$ cat src/hw/rtl/dps_pkg.sv
`timescale 1ns / 1ps

package dps_pkg;

  localparam int ENTRIES = 16;
  localparam int IDX_W   = (ENTRIES > 1) ? $clog2(ENTRIES) : 1;
  localparam int CNT_W   = $clog2(ENTRIES + 1);

  localparam logic CMD_LOAD = 1'b0;
  localparam logic CMD_TICK = 1'b1;

  localparam logic [1:0] OP_NONE    = 2'd0;
  localparam logic [1:0] OP_LOAD    = 2'd1;
  localparam logic [1:0] OP_REQUEUE = 2'd2;
  localparam logic [1:0] OP_FINISH  = 2'd3;

  typedef struct packed {
    logic       command;
    logic [3:0] slot;
    logic [7:0] load_priority;
    logic [7:0] load_time;
  } cmd_t;

  typedef struct packed {
    logic       picked;
    logic [3:0] picked_slot;
    logic [7:0] time_after;
    logic [7:0] priority_after;
    logic       done_now;
    logic       any_left;
  } res_t;

  typedef struct packed {
    logic             found;
    logic [7:0]       prio;
    logic [IDX_W-1:0] rank;
    logic [IDX_W-1:0] idx;
    logic [7:0]       slices;
  } token_t;

  typedef struct packed {
    logic [1:0]       op;
    logic [IDX_W-1:0] target;
    logic [IDX_W-1:0] old_rank;
    logic [IDX_W-1:0] new_rank;
    logic [7:0]       prio;
    logic [7:0]       slices;
  } upd_t;

  function automatic logic [IDX_W-1:0] slot_to_index(input logic [3:0] s);
    logic [IDX_W-1:0] r;
    r = '0;
    for (int v = 0; v < 16; v++) begin
      if (s == 4'(v)) begin
        r = IDX_W'(v % ENTRIES);
      end
    end
    return r;
  endfunction

  function automatic logic [3:0] index_to_slot(input logic [IDX_W-1:0] i);
    logic [31:0] w;
    w = 32'(i);
    return w[3:0];
  endfunction

endpackage

$ cat src/hw/rtl/dps_cell.sv
`timescale 1ns / 1ps

module dps_cell (
  input  logic                  clk,
  input  logic                  rst,
  input  logic [dps_pkg::IDX_W-1:0] my_index,
  input  dps_pkg::token_t       tok_in,
  output dps_pkg::token_t       tok_out,
  input  dps_pkg::upd_t         upd,
  output logic                  runnable
);
  import dps_pkg::*;

  logic [7:0]       prio;
  logic [7:0]       slices;
  logic             finished;
  logic [IDX_W-1:0] rank;
  logic             take;
  logic             hit;

  assign runnable = (prio != 8'd0) && !finished;
  assign hit      = (upd.target == my_index);
  assign take     = runnable && (!tok_in.found || (prio > tok_in.prio) ||
                    ((prio == tok_in.prio) && (rank < tok_in.rank)));

  always_ff @(posedge clk) begin
    if (take) begin
      tok_out <= '{found: 1'b1, prio: prio, rank: rank, idx: my_index, slices: slices};
    end else begin
      tok_out <= tok_in;
    end
  end

  always_ff @(posedge clk) begin
    if (rst) begin
      prio     <= '0;
      slices   <= '0;
      finished <= 1'b0;
      rank     <= '0;
    end else begin
      unique case (upd.op)
        OP_LOAD: begin
          if (hit) begin
            prio     <= upd.prio;
            slices   <= upd.slices;
            finished <= 1'b0;
            rank     <= upd.new_rank;
          end
        end
        OP_REQUEUE: begin
          if (hit) begin
            prio   <= prio - 8'd1;
            slices <= slices - 8'd1;
            rank   <= upd.new_rank;
          end else if (rank > upd.old_rank) begin
            rank <= rank - 1'b1;
          end
        end
        OP_FINISH: begin
          if (hit) begin
            slices   <= 8'd0;
            finished <= 1'b1;
          end
        end
        default: begin
        end
      endcase
    end
  end

endmodule

$ cat src/hw/rtl/dynamic_priority_scheduler_core.sv
`timescale 1ns / 1ps
// Channel  Direction  Handshake              Payload
// cmd      in         cmd_valid / cmd_stall  cmd (load or tick)
// res      out        res_valid / res_stall  res (one per transaction)
//
// A load goes from acceptance straight to its update and report; a tick first scans,
// with the best-candidate token walking the row of entry cells one per cycle.
// One transaction is in flight at a time; the next is accepted as soon as the
// result sits in the output register, even while res_stall holds it there.
// Synchronous reset clears every entry, the queue count and both handshakes.

module dynamic_priority_scheduler_core (
  input  logic          clk,
  input  logic          rst,
  input  logic          cmd_valid,
  output logic          cmd_stall,
  input  dps_pkg::cmd_t cmd,
  output logic          res_valid,
  input  logic          res_stall,
  output dps_pkg::res_t res
);
  import dps_pkg::*;

  localparam logic [1:0] ST_IDLE   = 2'd0;
  localparam logic [1:0] ST_SCAN   = 2'd1;
  localparam logic [1:0] ST_UPDATE = 2'd2;
  localparam logic [1:0] ST_REPORT = 2'd3;

  logic [1:0]       state;
  logic [IDX_W-1:0] scan_count;
  cmd_t             item;
  logic [CNT_W-1:0] loaded_count;
  logic [CNT_W-1:0] count_less;
  res_t             pend;
  res_t             pend_next;
  res_t             res_next;
  upd_t             upd;
  token_t           tok [0:ENTRIES];
  token_t           best;
  logic [ENTRIES-1:0] runnable;
  logic             out_free;
  logic             requeue;

  assign tok[0]     = '0;
  assign best       = tok[ENTRIES];
  assign cmd_stall  = (state != ST_IDLE);
  assign out_free   = !res_valid || !res_stall;
  assign count_less = loaded_count - 1'b1;
  assign requeue    = (best.slices > 8'd1);

  for (genvar i = 0; i < ENTRIES; i++) begin : g_cell
    dps_cell u_cell (
      .clk      (clk),
      .rst      (rst),
      .my_index (IDX_W'(i)),
      .tok_in   (tok[i]),
      .tok_out  (tok[i+1]),
      .upd      (upd),
      .runnable (runnable[i])
    );
  end

  always_comb begin
    upd       = '0;
    upd.op    = OP_NONE;
    pend_next = '0;
    if (state == ST_UPDATE) begin
      if (item.command == CMD_LOAD) begin
        upd.op     = OP_LOAD;
        upd.target = slot_to_index(item.slot);
        upd.prio   = item.load_priority;
        upd.slices = item.load_time;
        upd.new_rank = (loaded_count < CNT_W'(ENTRIES)) ? loaded_count[IDX_W-1:0]
                                                        : IDX_W'(ENTRIES - 1);
      end else if (best.found) begin
        upd.target               = best.idx;
        upd.old_rank             = best.rank;
        upd.new_rank             = (loaded_count == '0) ? '0 : count_less[IDX_W-1:0];
        pend_next.picked         = 1'b1;
        pend_next.picked_slot    = index_to_slot(best.idx);
        if (requeue) begin
          upd.op                   = OP_REQUEUE;
          pend_next.time_after     = best.slices - 8'd1;
          pend_next.priority_after = best.prio - 8'd1;
        end else begin
          upd.op                   = OP_FINISH;
          pend_next.priority_after = best.prio;
          pend_next.done_now       = 1'b1;
        end
      end
    end
  end

  always_comb begin
    res_next          = pend;
    res_next.any_left = |runnable;
  end

  always_ff @(posedge clk) begin
    if (rst) begin
      state        <= ST_IDLE;
      scan_count   <= '0;
      loaded_count <= '0;
    end else begin
      unique case (state)
        ST_IDLE: begin
          if (cmd_valid) begin
            item       <= cmd;
            scan_count <= '0;
            state      <= (cmd.command == CMD_TICK) ? ST_SCAN : ST_UPDATE;
          end
        end
        ST_SCAN: begin
          scan_count <= scan_count + 1'b1;
          if (scan_count == IDX_W'(ENTRIES - 1)) begin
            state <= ST_UPDATE;
          end
        end
        ST_UPDATE: begin
          pend  <= pend_next;
          state <= ST_REPORT;
          if ((item.command == CMD_LOAD) && (loaded_count < CNT_W'(ENTRIES))) begin
            loaded_count <= loaded_count + 1'b1;
          end
        end
        ST_REPORT: begin
          if (out_free) begin
            state <= ST_IDLE;
          end
        end
        default: begin
          state <= ST_IDLE;
        end
      endcase
    end
  end

  always_ff @(posedge clk) begin
    if (rst) begin
      res_valid <= 1'b0;
    end else if ((state == ST_REPORT) && out_free) begin
      res       <= res_next;
      res_valid <= 1'b1;
    end else if (!res_stall) begin
      res_valid <= 1'b0;
    end
  end

endmodule

$ cat config.mk
export PLATFORM = sky130hd
export DESIGN_NAME = dynamic_priority_scheduler_core
export DESIGN_NICKNAME = d
export VERILOG_FILES = /design/src/hw/rtl/dps_pkg.sv /design/src/hw/rtl/dps_cell.sv /design/src/hw/rtl/dynamic_priority_scheduler_core.sv
export SDC_FILE = /design/constraint.sdc
export NUM_CORES = 2
export LEC_CHECK = 0
export BUFFER_PORTS_ARGS = -buffer_cell sky130_fd_sc_hd__buf_2
export CAP_MARGIN = 0
export CORE_AREA = 3 3 210 366
export DETAILED_ROUTE_END_ITERATION = 16
export DIE_AREA = 0 0 213 369
export GPL_ROUTABILITY_DRIVEN = 1
export GPL_TIMING_DRIVEN = 0
export HOLD_SLACK_MARGIN = 0.05
export PLACE_DENSITY_LB_ADDON = 0.05
export SLEW_MARGIN = 20
export SYNTH_ARGS = -nofsm -noshare
export SYNTH_HDL_FRONTEND = slang
export SYNTH_SLANG_ARGS = --single-unit
$ cat constraint.sdc
create_clock -name clk -period 4.4 [get_ports clk]
set_input_delay 0.44 -clock clk [delete_from_list [all_inputs] [get_ports clk]]
set_output_delay 0.44 -clock clk [all_outputs]
set_load 0.005 [all_outputs]
**Word level (Yosys, flattened, before mapping)**

Cells that the tools add are included.

- Equal/unequal tests: 120
- Mux-type cells: 277
- $lt $le $gt $ge: 48
- Add/subtract/negate cells: 53
- Reductions and logical operators: 209
- Bitwise logic cells: 2

Operators by type and width:

| kind | number |
|---|---|
| 8-bit two-way mux | 82 |
| 8-bit one-hot mux with 3 select lines | 16 |
| 24-bit two-way mux | 15 |
| 8-bit by 1-bit subtractor with 8-bit output, second input constant | 34 |
| 4-bit two-way mux | 67 |
| 8-bit one-hot mux with 2 select lines | 16 |
| 3-bit AND reduction | 51 |
| 4-bit one-hot mux with 2 select lines | 17 |
| 8-bit nonzero test | 16 |
| 8-bit == test | 15 |
| 8-bit > comparator | 15 |
| 2-bit by 1-bit inequality test with 1-bit output, second input constant | 49 |
| 4-bit == test, second input constant | 17 |
| 4-bit by 1-bit subtractor with 4-bit output, second input constant | 17 |
| 4-bit > comparator | 16 |
| 4-bit AND reduction | 16 |
| 4-bit < comparator | 15 |
| 1-bit logical AND | 48 |
| 3-bit by 1-bit inequality test with 1-bit output, second input constant | 16 |
| 1-bit two-way mux | 37 |
| 1-bit logical NOT | 33 |
| 4-bit by 3-bit == test with 1-bit output, second input constant | 8 |
| 1-bit one-hot mux with 2 select lines | 16 |
| 1-bit logical OR | 31 |
| 25 further kinds | 46 |

- Bits in registers: 814
- Logic and storage cells: 872
- Output and inout bits: 25
- Input port bits: 25

**Logic depth before layout (Yosys ltp)**

- Word-level depth: 22
- Mapped depth: 17
- Depth with buffers taken out: 13

**Cells and area by module**

A second synthesis with hierarchy kept.

- Cells, all modules: 6,434
- Area total of the unflattened synthesis: 53,049.6 um2

By module, submodules not included:

| module | instances | area each (um2) | cells each | seq. area each (um2) |
|---|---|---|---|---|
| dps_cell (g_cell[0].u_cell ...) | 14 | 3,136.8 | 392 | 920.9 |
| dynamic_priority_scheduler_core | 1 | 3,462.1 | 279 | 2,222.1 |
| dps_cell (g_cell[9].u_cell) | 1 | 3,090.5 | 388 | 920.9 |
| dps_cell (g_cell[8].u_cell) | 1 | 2,582.5 | 279 | 920.9 |

**Least setup slack after synthesis**

No wires, ideal clock.

- Path type: register -> register
- Start point: reg g_cell[15].u_cell.tok_out[2] (netlist name)
- End point: reg g_cell[9].u_cell.slices[2]
- Period minus slack after synthesis: 3,628 ps
- Setup time: 116 ps
- Data required time: 4,284 ps
- Path buffers: 4
- Path slack: 772 ps
- Stages on the path, launching flop included: 14
- Data arrival time: 3,512 ps
- Path through: dfxtp_1 -> or4_1 -> or3_1 -> clkbuf_1 -> o21ai_2 -> inv_2 -> clkbuf_1 -> ha_1 -> or3_1 -> clkbuf_1 -> clkbuf_1 -> a21oi_1 -> o21ai_0 -> a31o_2

- Longest elaborated chain between the ends: 8
- Elaborated cells on any way between the ends: 14
- Those cells by class: order compare: 1; eq/ne: 6; mux: 5; reduce/logical: 2

RTL lines:

| what | RTL line | source |
|---|---|---|
| start: declaration | dps_cell.sv:8 | `output dps_pkg::token_t tok_out,` |
| start signal: assignment | dps_cell.sv:28 | `tok_out <= '{found: 1'b1, prio: prio, rank: rank, idx: my_index, slices: slices};` |
| start signal: assignment | dps_cell.sv:30 | `tok_out <= tok_in;` |
| 8-bit by 1-bit > comparator with 1-bit output * | dynamic_priority_scheduler_core.sv:49 | `assign requeue = (best.slices > 8'd1);` |
| 1-bit two-way mux * | dynamic_priority_scheduler_core.sv:81 | `if (requeue) begin` |
| 14-bit two-way mux * | dynamic_priority_scheduler_core.sv:75 | `end else if (best.found) begin` |
| 6-bit two-way mux * | dynamic_priority_scheduler_core.sv:68 | `if (item.command == CMD_LOAD) begin` |
| 30-bit two-way mux * | dynamic_priority_scheduler_core.sv:67 | `if (state == ST_UPDATE) begin` |
| 2-bit == test / 2-bit by 1-bit == test with 1-bit output (equally long branches) | dps_cell.sv:41 | `unique case (upd.op)` |
| 2-bit by 1-bit inequality test with 1-bit output (no line) / 3-bit nonzero test (equally long branches) | - |  |
| 4-bit AND reduction (no line) | - |  |
| end signal: assignment | dps_cell.sv:45 | `slices <= upd.slices;` |
| end signal: assignment | dps_cell.sv:53 | `slices <= slices - 8'd1;` |
| end: declaration | dps_cell.sv:15 | `logic [7:0] slices;` |

Mark *: on every way between the ends. The rest lies on a longest branch, timed or not.
A chain may end at the register's enable or synchronous reset.

**Worst setup path in the final report**

- Start point: reg g_cell[15].u_cell.tok_out[2] (netlist name)
- End point: reg g_cell[7].u_cell.prio[5]

- Longest elaborated chain between the ends: 8
- Elaborated cells on any way between the ends: 12
- Those cells by class: order compare: 1; eq/ne: 4; mux: 5; reduce/logical: 2

RTL lines:

| what | RTL line | source |
|---|---|---|
| 8-bit by 1-bit > comparator with 1-bit output * | dynamic_priority_scheduler_core.sv:49 |  |
| 1-bit two-way mux * | dynamic_priority_scheduler_core.sv:81 |  |
| 14-bit two-way mux * | dynamic_priority_scheduler_core.sv:75 |  |
| 6-bit two-way mux * | dynamic_priority_scheduler_core.sv:68 |  |
| 30-bit two-way mux * | dynamic_priority_scheduler_core.sv:67 |  |
| 2-bit == test / 2-bit by 1-bit == test with 1-bit output (equally long branches) | dps_cell.sv:41 |  |
| 2-bit by 1-bit inequality test with 1-bit output (no line) / 2-bit nonzero test (equally long branches) | - |  |
| 3-bit AND reduction (no line) | - |  |
| end signal: assignment | dps_cell.sv:44 | `prio <= upd.prio;` |
| end signal: assignment | dps_cell.sv:52 | `prio <= prio - 8'd1;` |
| end: declaration | dps_cell.sv:14 | `logic [7:0] prio;` |

Marks and branches as above.

==> run_results.csv <==
group,metric,value,unit
cells_and_area,drive_gt1_share,15.4,%
floorplan,die_h,369,um
pwr,p_total,36.4,mW
global_route,grt_pass1_vias,35505,
placed_design,placed_cells,5462,
critical_path,critical_path.startpoint,"g_cell[15].u_cell.tok_out[2]",
yosys,synthCells,4474,
route,dr.pass1.iters,9,
critical_path,cp-start-kind,"flop",
yosys,synth_seq_cells,799,
yosys,mappedNetlistArea,0.0399,mm2
sta,post-route-min-period,4.44,ns
sta,hold_viol,0,
clock_network,cts_inserted_buffers,76,
sta,tightest_slew,1.32,ns
clock_network,cts_tree,"done",
sta,rsz0062_at_grt,"yes",
critical_path,crit_slowest_cell,"or4_1",
sta,max_slew_margin,12.1,%
critical_path,r2r-start,"g_cell[15].u_cell.tok_out[2]",
critical_path,path_delay_family,"buffers and inverters",
route,antenna_left,0,
critical_path,end_kind,"flop",
route,vias,36289,
cells_and_area,multi_input_area,0.0214,mm2
placed_design,place_area,0.0414,mm2
pwr,leakage,17.6,nW
global_route,grt_pass1_wl,225,mm
cells_and_area,final_area,0.0446,mm2
placed_design,post-place-ws,-2.31,ns
placed_design,hpwlAfterDp,115,mm
sta,drv_slew,0,
global_route,grt_max_degree,24,
route,wire_per_inst,27.9,um
cells_and_area,nNetsFinal,4951,
critical_path,critPathKind,"reg -> reg",
placed_design,io_buffers,48,
yosys,ys_dominant_reg_cell,"dfxtp_1",
clock_network,cts-root-buf,"clkbuf_16",
pwr,p_per_area,815,mW/mm2
clock_network,clockBufferDepth,3,
yosys,synth_seq_area_share,41.7,%
floorplan,core-area,0.0742,mm2
floorplan,rows,132,
sta,finalSetupTns,-0.0577,ns
sta,skew,0.0283,ns
sta,hold_ws,0.308,ns
global_route,grt.overflow.total,0,
route,post-route-drc-count,0,
route,drt_wl_total,157,mm
run_status,run_status,"finished with violations",
pwr,ir_worst_vdd,0.000587,V
route,vias_per_cell,6.45,
critical_path,crit_arrival,5.03,ns
yosys,avgSynthCellArea,8.92,um2
clock_network,cts_sinks,799,
yosys,yosysWarnings,0,
job,maxCapViolations,0,
critical_path,critical-path-max-stage-delay,0.60,ns
yosys,async_reset_ff_share,0,%
placed_design,gp_congestion,1.02,
yosys,synth_edf_count,66,
critical_path,crit_fanout,11,
yosys,synth_cell_types,72,
cells_and_area,syn_to_final_growth,11.8,%
sta,max_freq,225,MHz
cells_and_area,final_core_util,60.2,%
sta,setup_violations,5,
hold_path,worstHoldStart,"cmd_valid",
cells_and_area,num-fill-cells,6714,
sta,fin_ws,-0.0354,ns
hold_path,min_path_type,"in -> reg",
cells_and_area,finalNonFillerCells,5628,
floorplan,start_util,53.8,%
global_route,antenna_found_initial,16,
yosys,syn_nets,4806,
clock_network,path_clk_slew,0.06,ns
critical_path,crit_buf_inv,6,
floorplan,dieArea,0.0786,mm2
route,drtIter0Drc,3815,
critical_path,crit_required,4.99,ns
floorplan,fp.dieW,213,um
run_status,failed_checks,"negative setup slack",
sta,finalCritPeriodShare,101,%
critical_path,crit_chain,"or4_1 > or3_4 > o21ai_4 > buf_12 > inv_2 > buf_4 > ha_2 > clkinvlp_4 > and3_1 > clkbuf_1 > clkbuf_2 > o21ai_0 > a21oi_1",
global_route,grt_usage,39.4,%
clock_network,clock_latency,0.69,ns
clock_network,htree_levels,3,
cells_and_area,seqCellArea,0.0167,mm2
floorplan,io_pins,50,
## area by class of cell
class	count	area share (%)
timing repair buffer	77	1.20
inverter	304	2.57
tap	938	2.63
multi-input combinational	3123	48.0
antenna	9	0.0505
clock buffer	106	4.90
buffer	238	2.65
sequential	799	37.3
clock inverter	34	0.664
## registers in the layout (all words and copies together) (netlist names), 4 cells and up
| register | cells |
|---|---|
| g_cell.u_cell.tok_out | 385 |
| g_cell.u_cell.prio | 128 |
| g_cell.u_cell.slices | 128 |
| g_cell.u_cell.rank | 64 |
| res | 23 |
| pend | 22 |
| item | 21 |
| g_cell.u_cell.finished | 16 |
| loaded_count | 5 |
| scan_count | 4 |
## where the power goes
part | internal [mW] | switching (mW)
sequential | 8.94 | 1.17
clock | 3.73 | 3.03
combinational | 6.53 | 13.0
total | 19.2 | 17.2
## path summary, 6_finish.rpt
check / to / slack (ns) / cells past startpoint
setup / recovery: g_cell[7].u_cell.prio[5] / -0.04 / 13
hold / removal: scan_count[1] / 0.31 / 4
setup reg to reg: g_cell[7].u_cell.prio[5] / -0.04 / 13
hold reg to reg: g_cell[6].u_cell.tok_out[9] / 0.40 / 1
## cell families (layout without fill, tap and decap cells)
| family | Yosys count | after routing | share of synthesized area [%] |
|---|---|---|---|
| AO/OA/AOI/OAI | 1288 | 1288 | 19.3 |
| AND/OR/NAND/NOR | 1201 | 1201 | 15.0 |
| flip-flops | 799 | 799 | 41.7 |
| buffers and inverters | 552 | 759 | 5.38 |
| multiplexers | 313 | 313 | 8.67 |
| adder cells (fa/ha/maj) | 307 | 307 | 9.63 |
| XOR/XNOR | 14 | 14 | 0.307 |
| other | 0 | 9 | 0 |
## synth_stat cells, drive strengths merged, types with 5 or more instances
| library cell | n | share of area [%] |
|---|---|---|
| and2 | 47 | 0.74 |
| o22ai | 7 | 0.11 |
| nand4 | 43 | 0.71 |
| nand2b | 60 | 0.94 |
| nor4 | 44 | 0.69 |
| or3 | 48 | 0.75 |
| a31oi | 36 | 0.56 |
| o21a | 11 | 0.21 |
| a211oi | 100 | 1.9 |
| a21oi | 476 | 6.1 |
| and3 | 76 | 1.2 |
| nor3 | 197 | 2.5 |
| a21boi | 13 | 0.24 |
| nand2 | 161 | 1.5 |
| a221o | 5 | 0.13 |
| or2 | 44 | 0.69 |
| inv | 303 | 2.8 |
| edfxtp | 66 | 5.0 |
| mux2 | 262 | 7.4 |
| clkbuf | 196 | 1.8 |
| mux2i | 51 | 1.3 |
| o31ai | 30 | 0.63 |
| dfxtp | 733 | 37 |
| ha | 307 | 9.6 |
| o221a | 7 | 0.20 |
| nor3b | 12 | 0.23 |
| nor2b | 54 | 0.85 |
| a21o | 53 | 1.0 |
| nand3 | 23 | 0.29 |
| o32ai | 38 | 0.83 |
| or3b | 6 | 0.13 |
| nor2 | 368 | 3.5 |
| a22oi | 8 | 0.15 |
| a211o | 11 | 0.24 |
| a32o | 5 | 0.13 |
| buf | 52 | 0.68 |
| xnor2 | 10 | 0.22 |
| o21ai | 409 | 5.1 |
| a31o | 20 | 0.44 |
| o41ai | 12 | 0.28 |
| a2111o | 5 | 0.14 |
| a41oi | 5 | 0.11 |
| o211ai | 27 | 0.51 |
## cells in the final DEF, fill, tap and decap left out, types with 60 or more instances in the layout
| cell | synthesis | layout |
|---|---|---|
| dfxtp_1 | 733 | 733 |
| a21oi_1 | 463 | 436 |
| o21ai_0 | 398 | 394 |
| nor2_1 | 368 | 366 |
| ha_1 | 307 | 304 |
| inv_1 | 302 | 301 |
| mux2_2 | 262 | 262 |
| nor3_1 | 197 | 194 |
| nand2_1 | 161 | 155 |
| clkbuf_1 | 196 | 113 |
| a211oi_1 | 100 | 99 |
| buf_2 | 31 | 93 |
| clkbuf_16 | 0 | 79 |
| and3_1 | 76 | 74 |
| edfxtp_1 | 66 | 66 |
| nand2b_1 | 60 | 60 |
## worst reg2reg max path, delay by kind of cell, from the launching register on
family / cells / cell delay [ns]
buffers and inverters: 6 / 1.84
flip-flops: 1 / 0.36
adder cells (fa/ha/maj): 1 / 0.29
AND/OR/NAND/NOR: 3 / 1.29
AO/OA/AOI/OAI: 3 / 0.57
## repair_timing
action / CTS / global route
resized for setup: 116 / 101
pin swaps: 1 / 1
gates cloned: 0 / 0
buffers inserted: 2 / 1
setup endpoints to repair: 330 / 305
hold endpoints to repair: 22 / 0
hold buffers: 22 / 0
## routing by layer
layer | global-route usage, % | vias up | part of all wire, %
met5 | 0.383 | - | 0.028
met3 | 11.2 | 841 | 9.6
met2 | 64.4 | 2051 | 46
met4 | 39.0 | 6 | 12
met1 | 39.0 | 17063 | 32
li1 | - | 16328 | -
Power figures use the tool's default switching activity.
